$ cat src/rtl/core/mcss_pkg.sv
// ----------------------------------------------------------------------------
// Markov chain step sampler package
// Shared constants, command codes and control structs of the sampler.
// ----------------------------------------------------------------------------
package mcss_pkg;

    // Default sizes of the chain and of the probability format.
    localparam int MAX_STATES_DEF     = 16;
    localparam int PROB_FRAC_BITS_DEF = 16;

    // Fixed field widths.
    localparam int CMD_W = 2;
    localparam int CNT_W = 32;

    // Number of states in use after reset, before any clamp to the table size.
    localparam int NUM_STATES_RST = 16;

    // Item commands.
    typedef enum logic [CMD_W-1:0] {
        CMD_WR_ENTRY  = 2'd0,
        CMD_SET_STATE = 2'd1,
        CMD_STEP      = 2'd2
    } t_cmd;

    // Requests from the sequencer to the row scan unit.
    typedef struct packed {
        logic start;
        logic wr;
    } t_scan_ctl;

    // Status from the row scan unit back to the sequencer.
    typedef struct packed {
        logic done;
        logic hit;
    } t_scan_res;

endpackage

$ cat src/rtl/core/mcss_ram.sv
// ----------------------------------------------------------------------------
// Generic simple dual-port RAM
// One write port and one read port; the read data is registered.
// ----------------------------------------------------------------------------
module mcss_ram #(
    parameter int WIDTH = 32,
    parameter int DEPTH = 16
) (
    input  logic                     i_clk,
    input  logic                     i_we,
    input  logic [$clog2(DEPTH)-1:0] i_waddr,
    input  logic [WIDTH-1:0]         i_wdata,
    input  logic                     i_re,
    input  logic [$clog2(DEPTH)-1:0] i_raddr,
    output logic [WIDTH-1:0]         o_rdata
);

    logic [WIDTH-1:0] r_mem [DEPTH];
    logic [WIDTH-1:0] r_rdata;

    // Write port and registered read port.
    always_ff @(posedge i_clk) begin
        if (i_we) begin
            r_mem[i_waddr] <= i_wdata;
        end
        if (i_re) begin
            r_rdata <= r_mem[i_raddr];
        end
    end

    assign o_rdata = r_rdata;

endmodule

$ cat src/rtl/core/mcss_hist.sv
// ----------------------------------------------------------------------------
// Visit histogram
// Saturating visit counters in a RAM, updated by read, increment and write
// back. Valid bits make entries that were never written read as zero.
// ----------------------------------------------------------------------------
module mcss_hist #(
    parameter int MAX_STATES = mcss_pkg::MAX_STATES_DEF
) (
    input  logic                          i_clk,
    input  logic                          i_rst_n,
    input  logic                          i_rd_en,
    input  logic [$clog2(MAX_STATES)-1:0] i_idx,
    output logic                          o_count_vld,
    output logic [mcss_pkg::CNT_W-1:0]    o_count
);

    localparam int IDX_W = $clog2(MAX_STATES);
    localparam int CNT_W = mcss_pkg::CNT_W;

    logic [MAX_STATES-1:0] r_valid;
    logic                  r_pend;
    logic [IDX_W-1:0]      r_idx;
    logic [CNT_W-1:0]      rdata;
    logic [CNT_W-1:0]      old_count;
    logic [CNT_W-1:0]      new_count;

    mcss_ram #(
        .WIDTH (CNT_W),
        .DEPTH (MAX_STATES)
    ) u_cnt_ram (
        .i_clk   (i_clk),
        .i_we    (r_pend),
        .i_waddr (r_idx),
        .i_wdata (new_count),
        .i_re    (i_rd_en),
        .i_raddr (i_idx),
        .o_rdata (rdata)
    );

    // Saturating increment of the count that came back from the RAM.
    always_comb begin
        old_count = r_valid[r_idx] ? rdata : '0;
        new_count = (old_count == '1) ? old_count : old_count + CNT_W'(1);
    end

    // Track the read in flight; the write back follows in the next cycle.
    always_ff @(posedge i_clk) begin
        if (!i_rst_n) begin
            r_valid <= '0;
            r_pend  <= 1'b0;
        end else begin
            r_pend <= i_rd_en;
            if (r_pend) begin
                r_valid[r_idx] <= 1'b1;
            end
        end
    end

    always_ff @(posedge i_clk) begin
        if (i_rd_en) begin
            r_idx <= i_idx;
        end
    end

    assign o_count_vld = r_pend;
    assign o_count     = new_count;

endmodule

$ cat config.mk
export PLATFORM = sky130hd
export DESIGN_NAME = mcss_hist
export DESIGN_NICKNAME = d
export VERILOG_FILES = /design/src/rtl/core/mcss_pkg.sv /design/src/rtl/core/mcss_ram.sv /design/src/rtl/core/mcss_hist.sv
export SDC_FILE = /design/constraint.sdc
export NUM_CORES = 1
export LEC_CHECK = 0
export ABC_AREA = 1
export BUFFER_PORTS_ARGS = -buffer_cell sky130_fd_sc_hd__clkbuf_2
export CELL_PAD_IN_SITES_DETAIL_PLACEMENT = 1
export CELL_PAD_IN_SITES_GLOBAL_PLACEMENT = 2
export CORE_MARGIN = 2
export CORE_UTILIZATION = 47
export CTS_BUF_LIST = sky130_fd_sc_hd__clkbuf_8
export CTS_CLUSTER_SIZE = 14
export DETAILED_ROUTE_END_ITERATION = 8
export PLACE_DENSITY_LB_ADDON = 0.1
export SLEW_MARGIN = 30
export SYNTH_ARGS = -nofsm -noshare
export SYNTH_HDL_FRONTEND = slang
export SYNTH_SLANG_ARGS = --single-unit
$ cat constraint.sdc
create_clock -name i_clk -period 3.1 [get_ports i_clk]
set_input_delay 0.31 -clock i_clk [delete_from_list [all_inputs] [get_ports i_clk]]
set_output_delay 0.31 -clock i_clk [all_outputs]
set_load 0.1 [all_outputs]
==> impl_results.md, run 1 <==
* Status: complete, but fails checks
* Failing checks: setup timing
* Reg clk slew, reported paths at 0.06 ns
* R2r startpoint: r_idx[0]$_DFFE_PP_
* Worst Path Required at 2.79 ns
* WP data arrival at 3.20 ns
* Minimum clock period at 3.51 ns
* Clk sinks at 565
* Layout Skew at 0.0194 ns
* Delay-heaviest family, CP: simple AND/OR/NAND/NOR gates
* Detailed router's first-iteration violation count at between 1,000 and 1,500
* Via count at 15,400
* Final Hold Vio Count at 0
* Port Buf Inserts at 39
* Critical Path, Cell by Cell: buf_6 > clkinvlp_4 > nand2_1 > nand2_1 > nand2_1 > nand2_1 > nand2_2 > nand2_4 > inv_12 > nand2_8 > nand3_4 > nor2_4 > nand3b_1 > nor2_4 > nand2_8 > buf_12 > nand3_2 > buf_6 > buf_12
* Setup WS pre-CTS at 0.0361 ns
* Cell Area, Synth at between 0.02 and 0.025 sq mm
* Leading cell types in the layout, fill and taps excluded: 548 x edfxtp_1, 199 x inv_1, 160 x o21ai_0
* CTS tree: built
* VDD IR max at between 300 and 400 uV
* Slack of the critical path at -0.406 ns
* Register bit total from synthesis at 565
* RSZ-0062 raised after global routing: true
* Core footprint at 0.0499 sq mm
* Share of layout cells above drive strength 1 at about a fifth
* Net Count, Synth at 1,811
* Nets at between 1,500 and 2,000
* Slew margin rel. at 44.3%
* WL/cell at ~25 um
* Pre-antenna DRT Iters at 5
* First-pass GRT wire length at about 100,000 um
* Post-DP Area at 0.0259 sq mm
* Clk_lat worst skew at 0.68 ns
* Fin area at about 0.029 sq mm
* Util after Layout at between 50% and 60%
* Worst-path maximum fanout at 6
* I/O pin total at 40
* DP Wirelength at 39,500 um
* DRC errors left at 0
* Cts bufs inserted at 90
* Starting Density at 47.3%
* Hold WC Path Type: in -> reg
* Max Slew Vio Count at 0
* Largest net degree at the start of global routing at approximately 100
* Final period util at 113%
* Die area at 0.0520 sq mm
* CP max stage delay at 0.42 ns
* Total track usage at 26.5%
* Yosys warns at 0
* Setup violators final at 32
* Max-cap viol count at 0
* Gp weighted congestion at 0.850
* CP max stage cell: edfxtp_1
* Vias in the first global route at between 15,000 and 20,000
* Initial antenna violation count at 1
* Pwr Density at 530 mW/mm^2
* Root Driver: clkbuf_8
* Mean Syn Cell Area at 13.1 sq um
* Die Span Y at around 230 um
* Least-Margin Pin Slew at between 0.8 and 0.9 ns
* Die width at 228 um
* Final ANT Viol Nets at 0
* Crit path launch: r_idx[0]$_DFFE_PP_
* Worst path bufs/invs at 6
* Gr ovfl total at 0
* Cells after synthesis at 1,804
* Synth cell types at 31
* CTS Buffer Depth at 3
* CP most frequent cell: nand2_1
* Setup CP Type: reg -> out
* H-tree Lvls at 3
* Hold_sp: i_idx[0]
* Leak at between 10 and 15 nW
* Synthesis-to-finish area growth at 20.9%
* Via/cell ratio at 5.66
* Most common cell after layout, fill and taps aside: edfxtp_1
* Post-synthesis sequential area ratio at 71.2%
* Startpoint types: flop
* CP endpoint kind: primary output
* Num rows at 82
* Routed WL at slightly below 70,000 um
* Fmax at 285 MHz
flip-flops by register name, indices dropped and copies added, names as in the netlist:
name,flops
o_count_vld,1
u_cnt_ram.r_mem,512
r_idx,4
r_valid,16
u_cnt_ram.o_rdata,32
repair_timing:
item,4_1_cts,5_1_grt
hold buffers,1,0
setup buffers,18,6
pin swaps,31,27
setup endpoints to repair,32,81
endpoints found under the hold margin,3,0
gates resized for setup,124,53
cloned,9,1
cell type report:
class | instances | area [sq um]
fill | 4866 | 21400
sequential | 565 | 16800
multi-input combinational | 963 | 6530
timing repair buffer | 169 | 2050
clock buffer | 93 | 1280
tap | 672 | 841
inverter | 179 | 702
clock inverter | 70 | 308
timing repair inverter | 1 | 7.51
antenna | 1 | 2.50
metrics by stage:
step           power [mW]  setup TNS, ns  hold WS (ns)  instances
2_1_floorplan        9.14         -13.85         0.403       1804
3_3_place_gp         9.49              0         0.467       2517
3_5_place_dp         9.51              0         0.466       2517
4_1_cts              15.2         -12.47         0.198       2705
5_1_grt              15.6         -17.79         0.237       2713
6_report             15.1         -11.57         0.230       2713
report_power, final:
group	internal [mW]	switching (mW)
Sequential	8.42	0.0758
Combinational	0.284	0.618
Clock	2.85	2.87
Total	11.6	3.56
routing by layer:
metal,vias up,wire (um),GRT usage (%)
met5,-,0,0
met4,0,2300,10.4
met3,144,3390,4.38
met2,379,32900,43.7
met1,7894,29600,35.3
li1,6938,-,-
worst reg2reg max path: cells and delay by family (launching register included):
family,cells,cell delay [ns]
buffers and inverters,6,0.84
and+or+nand+nor,14,1.44
DFF,1,0.38
final timing paths:
kind	cells past startpoint	slack, ns	end
setup / recovery	19	-0.41	o_count[11]
hold / removal	1	0.23	r_idx[0]$_DFFE_PP_
hold reg to reg	2	0.48	r_valid[11]$_SDFFE_PN0P_
setup reg to reg	20	0.19	u_cnt_ram.r_mem[3][23]$_DFFE_PP_
cells in the mapped netlist (all sizes together):
cell type | number | area share [%]
a21oi | 128 | 2.7
o21bai | 6 | 0.19
or2 | 1 | 0.027
nand2 | 175 | 2.9
nor2 | 110 | 1.9
xor2 | 2 | 0.074
inv | 179 | 2.8
xnor2 | 1 | 0.037
nand4 | 1 | 0.027
clkbuf | 69 | 1.1
o21ai | 162 | 3.4
nand3 | 112 | 3.0
buf | 33 | 0.87
dfxtp | 17 | 1.4
mux2i | 128 | 5.4
edfxtp | 548 | 70
and3 | 1 | 0.027
nand3b | 1 | 0.032
o21a | 2 | 0.064
o211ai | 128 | 4.1
kinds of logic after synthesis:
logic type | synth area share [%]
compound gates | 10.5
mux | 5.43
flops | 71.2
buf+inv | 4.81
xor+xnor | 0.111
simple gates | 7.91
No activity file was read; power rests on OpenSTA's default activity.
==> run 2: changes to the inputs <==
--- a/config.mk
+++ b/config.mk
@@ -10,7 +10,7 @@
 export CELL_PAD_IN_SITES_DETAIL_PLACEMENT = 1
 export CELL_PAD_IN_SITES_GLOBAL_PLACEMENT = 2
 export CORE_MARGIN = 2
-export CORE_UTILIZATION = 47
+export CORE_UTILIZATION = 43
 export CTS_BUF_LIST = sky130_fd_sc_hd__clkbuf_8
 export CTS_CLUSTER_SIZE = 14
 export DETAILED_ROUTE_END_ITERATION = 8
@@ -18,4 +18,5 @@
 export SLEW_MARGIN = 30
 export SYNTH_ARGS = -nofsm -noshare
 export SYNTH_HDL_FRONTEND = slang
+export SYNTH_HIERARCHICAL = 1
 export SYNTH_SLANG_ARGS = --single-unit
==> impl_results.md, run 2 <==
* VDD IR max at 345 uV
* Via/cell ratio at 5.16
* GR Util met2 at 43.5%
* Worst-path maximum fanout at 6
* Power Internal at 11.7 mW
* Status: complete, but fails checks
* CTS tree: built
* Layout Skew at 0.0319 ns
* Core footprint at approximately 0.06 sq mm
* Crit path launch: r_idx[0]$_DFFE_PP_
* Combinational share of power at 6.4%
* Minimum clock period at 3.51 ns
* Clk_lat worst skew at 0.71 ns
* Port Buf Inserts at 39
* Slew margin rel. at 43.7%
* Clk sinks at approximately 570
* CP Capture Point: o_count[15]
* Cell Area, Synth at 0.0254 sq mm
* Mean Syn Cell Area at between 10 and 15 sq um
* Sw Ratio at 24.9%
* Final period util at 113%
* FILL cells at 6,442
* Cts bufs inserted at 97
* Die area at ~0.061 sq mm
* Final ANT Viol Nets at 0
* Routed WL at 77,600 um
* Gr ovfl total at 0
* CP endpoint kind: primary output
* Met1 usage in global routing at roughly a third
* Post-synthesis sequential area ratio at 66.0%
* Gp weighted congestion at 0.910
* FF-to-FF setup slack at 0.19 ns
* Startpoint types: flop
* Failing checks: setup timing
* Setup violators final at 32
* Synth top area share at around two thirds
* Pre-antenna DRT Iters at 5
* WP data arrival at 3.20 ns
* Flop pwr share at 54.3%
* Synth cell types at 27
* Least-Margin Pin Slew at 0.844 ns
* Total power draw at ~16 mW
* Yosys warns at 6
* H-tree Lvls at 3
* I/O pin total at 40
* Multi-input logic area at 0.00701 sq mm
* EDFF count, synth at 548
* P_sw at 3.90 mW
* Via count at 18,300
* CTS Buffer Depth at 3
* Largest net degree at the start of global routing at 136
* Synth area leaders: edfxtp_1 65%, nand2_1 12%, nand3_1 8.4%, inv_1 6.3%, buf_6 1.5%
* Number of flip-flops under the largest register name at 512
* Max Slew Vio Count at 0
* Fmax at 285 MHz
* Post-synth ARST share at 0%
* RSZ-0062 raised after global routing: true
* Slack of the critical path at -0.407 ns
* Clock share of power at roughly two fifths
* Net Count, Synth at 2,541
* Num rows at 89
* WL/cell at 21.9 um
* Register area at 0.0168 sq mm
* Leak at 13.0 nW
* DRC errors left at 0
* Post-DP Area at between 0.02 and 0.03 sq mm
* Setup CP Type: reg -> out
* Reg2Reg Depth at 20
* R2r startpoint: r_idx[0]$_DFFE_PP_
* Largest area contributor in the netlist: edfxtp_1
* CP max stage cell: edfxtp_1
* Top cells by count, synth: 818 x nand2_1, 548 x edfxtp_1, 430 x inv_1
* First-pass GRT wire length at roughly 120,000 um
* Starting Density at 43.3%
* FF-to-FF End: u_cnt_ram/r_mem[11][26]$_DFFE_PP_
* Critical Path, Cell by Cell: inv_2 > buf_4 > nand2_1 > nand2_1 > nand2_1 > nand2_1 > nand2_1 > nand2_2 > inv_4 > nand2_4 > clkbuf_16 > nand3_2 > nor2_4 > nand2_2 > nor2_4 > or2_4 > nand3_4 > buf_12
* Share of layout cells above drive strength 1 at between 10% and 20%
* Total track usage at 25.9%
* Leading cell types in the layout, fill and taps excluded: 795 x nand2_1, 548 x edfxtp_1, 461 x inv_1
* Met3 Use GR at 4.33%
* Cells after synthesis at 2,534
* Hold WC Path Type: in -> reg
* Max-cap viol count at 0
* Die width at 247 um
* Worst Path Required at 2.79 ns
* CP max stage delay at 0.41 ns
* Detailed router's first-iteration violation count at ~1,100
* Util after Layout at 51.3%
* Main synth FF type: edfxtp_1
* Largest reg by FF count: u_cnt_ram/r_mem
* Die Span Y at approximately 250 um
* Worst path bufs/invs at 5
* Fin Setup TNS at -11.82 ns
* Cell depth of the worst setup path at 18
* Final Hold Vio Count at 0
* Vias in the first global route at 18,900
* Reg clk slew, reported paths at 0.06 ns
* Register bit total from synthesis at between 500 and 600
* Synthesis-to-finish area growth at 18.6%
* Pwr Density at 518 mW/mm^2
* Delay-heaviest family, CP: simple AND/OR/NAND/NOR gates
* Gr busiest metal: met2
* Most common cell in the netlist: nand2_1
* Most common cell after layout, fill and taps aside: nand2_1
* CP most frequent cell: nand2_1
* Root Driver: clkbuf_8
* DP Wirelength at approximately 45,000 um
* Initial antenna violation count at 0
* Fin area at around 0.03 sq mm
* Nets at 2,695
[run 2: cell types whose count changed after synthesis, moves of 53 or more]
cell      change
nand2_1     +648
o21ai_0     -157
a21oi_1     -110
mux2i_1     -128
o211ai_1    -128
clkbuf_1     -53
inv_1       +254
nand3_1     +345
[run 2: layer usage]
layer	vias up	share of wire (%)
li1	8519	-
met1	9245	45
met2	357	49
met3	137	4.2
met4	0	2.5
met5	-	0
[run 2: repair_timing]
| item | CTS | global route |
|---|---|---|
| setup buffers | 16 | 10 |
| endpoints found under the hold margin | 1 | 0 |
| resized for setup | 109 | 68 |
| pin swaps | 23 | 31 |
| hold buffers | 1 | 0 |
| setup endpoints to repair | 32 | 77 |
| cloned | 2 | 3 |
[run 2: logic make-up after synthesis]
| family | share of synthesized area, % |
|---|---|
| xor gates and xnor gates | 0.0689 |
| buffers and inverters | 9.67 |
| and+or+nand+nor | 23.7 |
| DFF | 66.0 |
| AOI/OAI and AO/OA | 0.541 |
[run 2: cell type report]
class,count,share of cell area (%)
Clock inverter,80,1.29
Multi-Input combinational cell,1418,23.2
Timing Repair Buffer,171,6.64
Tap cell,773,3.21
Antenna cell,1,0.00829
Inverter,435,5.48
Clock buffer,98,4.47
Sequential cell,565,55.7
[run 2: power groups by stage]
stage	clock, mW	combinational, mW	sequential, mW
after detailed placement	0	0.971	8.64
after floorplan	0	0.623	8.62
after CTS	6.30	0.999	8.49
after global routing	6.65	1.10	8.50
after global placement	0	0.951	8.64
final	6.15	1.00	8.50
[run 2: stage by stage]
| stage | setup slack, ns | hold slack, ns | std cells |
|---|---|---|---|
| after floorplan | 0.00308 | 0.403 | 2534 |
| after global placement | 0.0329 | 0.461 | 3330 |
| after detailed placement | 0.0408 | 0.472 | 3330 |
| after CTS | -0.469 | 0.164 | 3527 |
| after global routing | -0.627 | 0.171 | 3540 |
| final | -0.407 | 0.210 | 3541 |
[run 2: worst min-delay path by stage]
stage	cells past startpoint	slack, ns	end	startpoint
final	2	0.21	r_idx[2]$_DFFE_PP_	i_idx[2]
after CTS	2	0.16	r_idx[2]$_DFFE_PP_	i_idx[2]
after global routing	2	0.17	r_idx[2]$_DFFE_PP_	i_idx[2]
after global placement	2	0.46	r_valid[12]$_SDFFE_PN0P_	r_valid[12]$_SDFFE_PN0P_
after floorplan	2	0.40	o_count_vld$_SDFF_PN0_	i_rst_n
after detailed placement	2	0.47	r_valid[2]$_SDFFE_PN0P_	r_valid[2]$_SDFFE_PN0P_
[run 2: worst register-to-register path: cells and delay by family (launching register included)]
kind,cells,cell delay [ns]
buf+inv,7,1.15
simple gates,13,1.11
flops,1,0.41
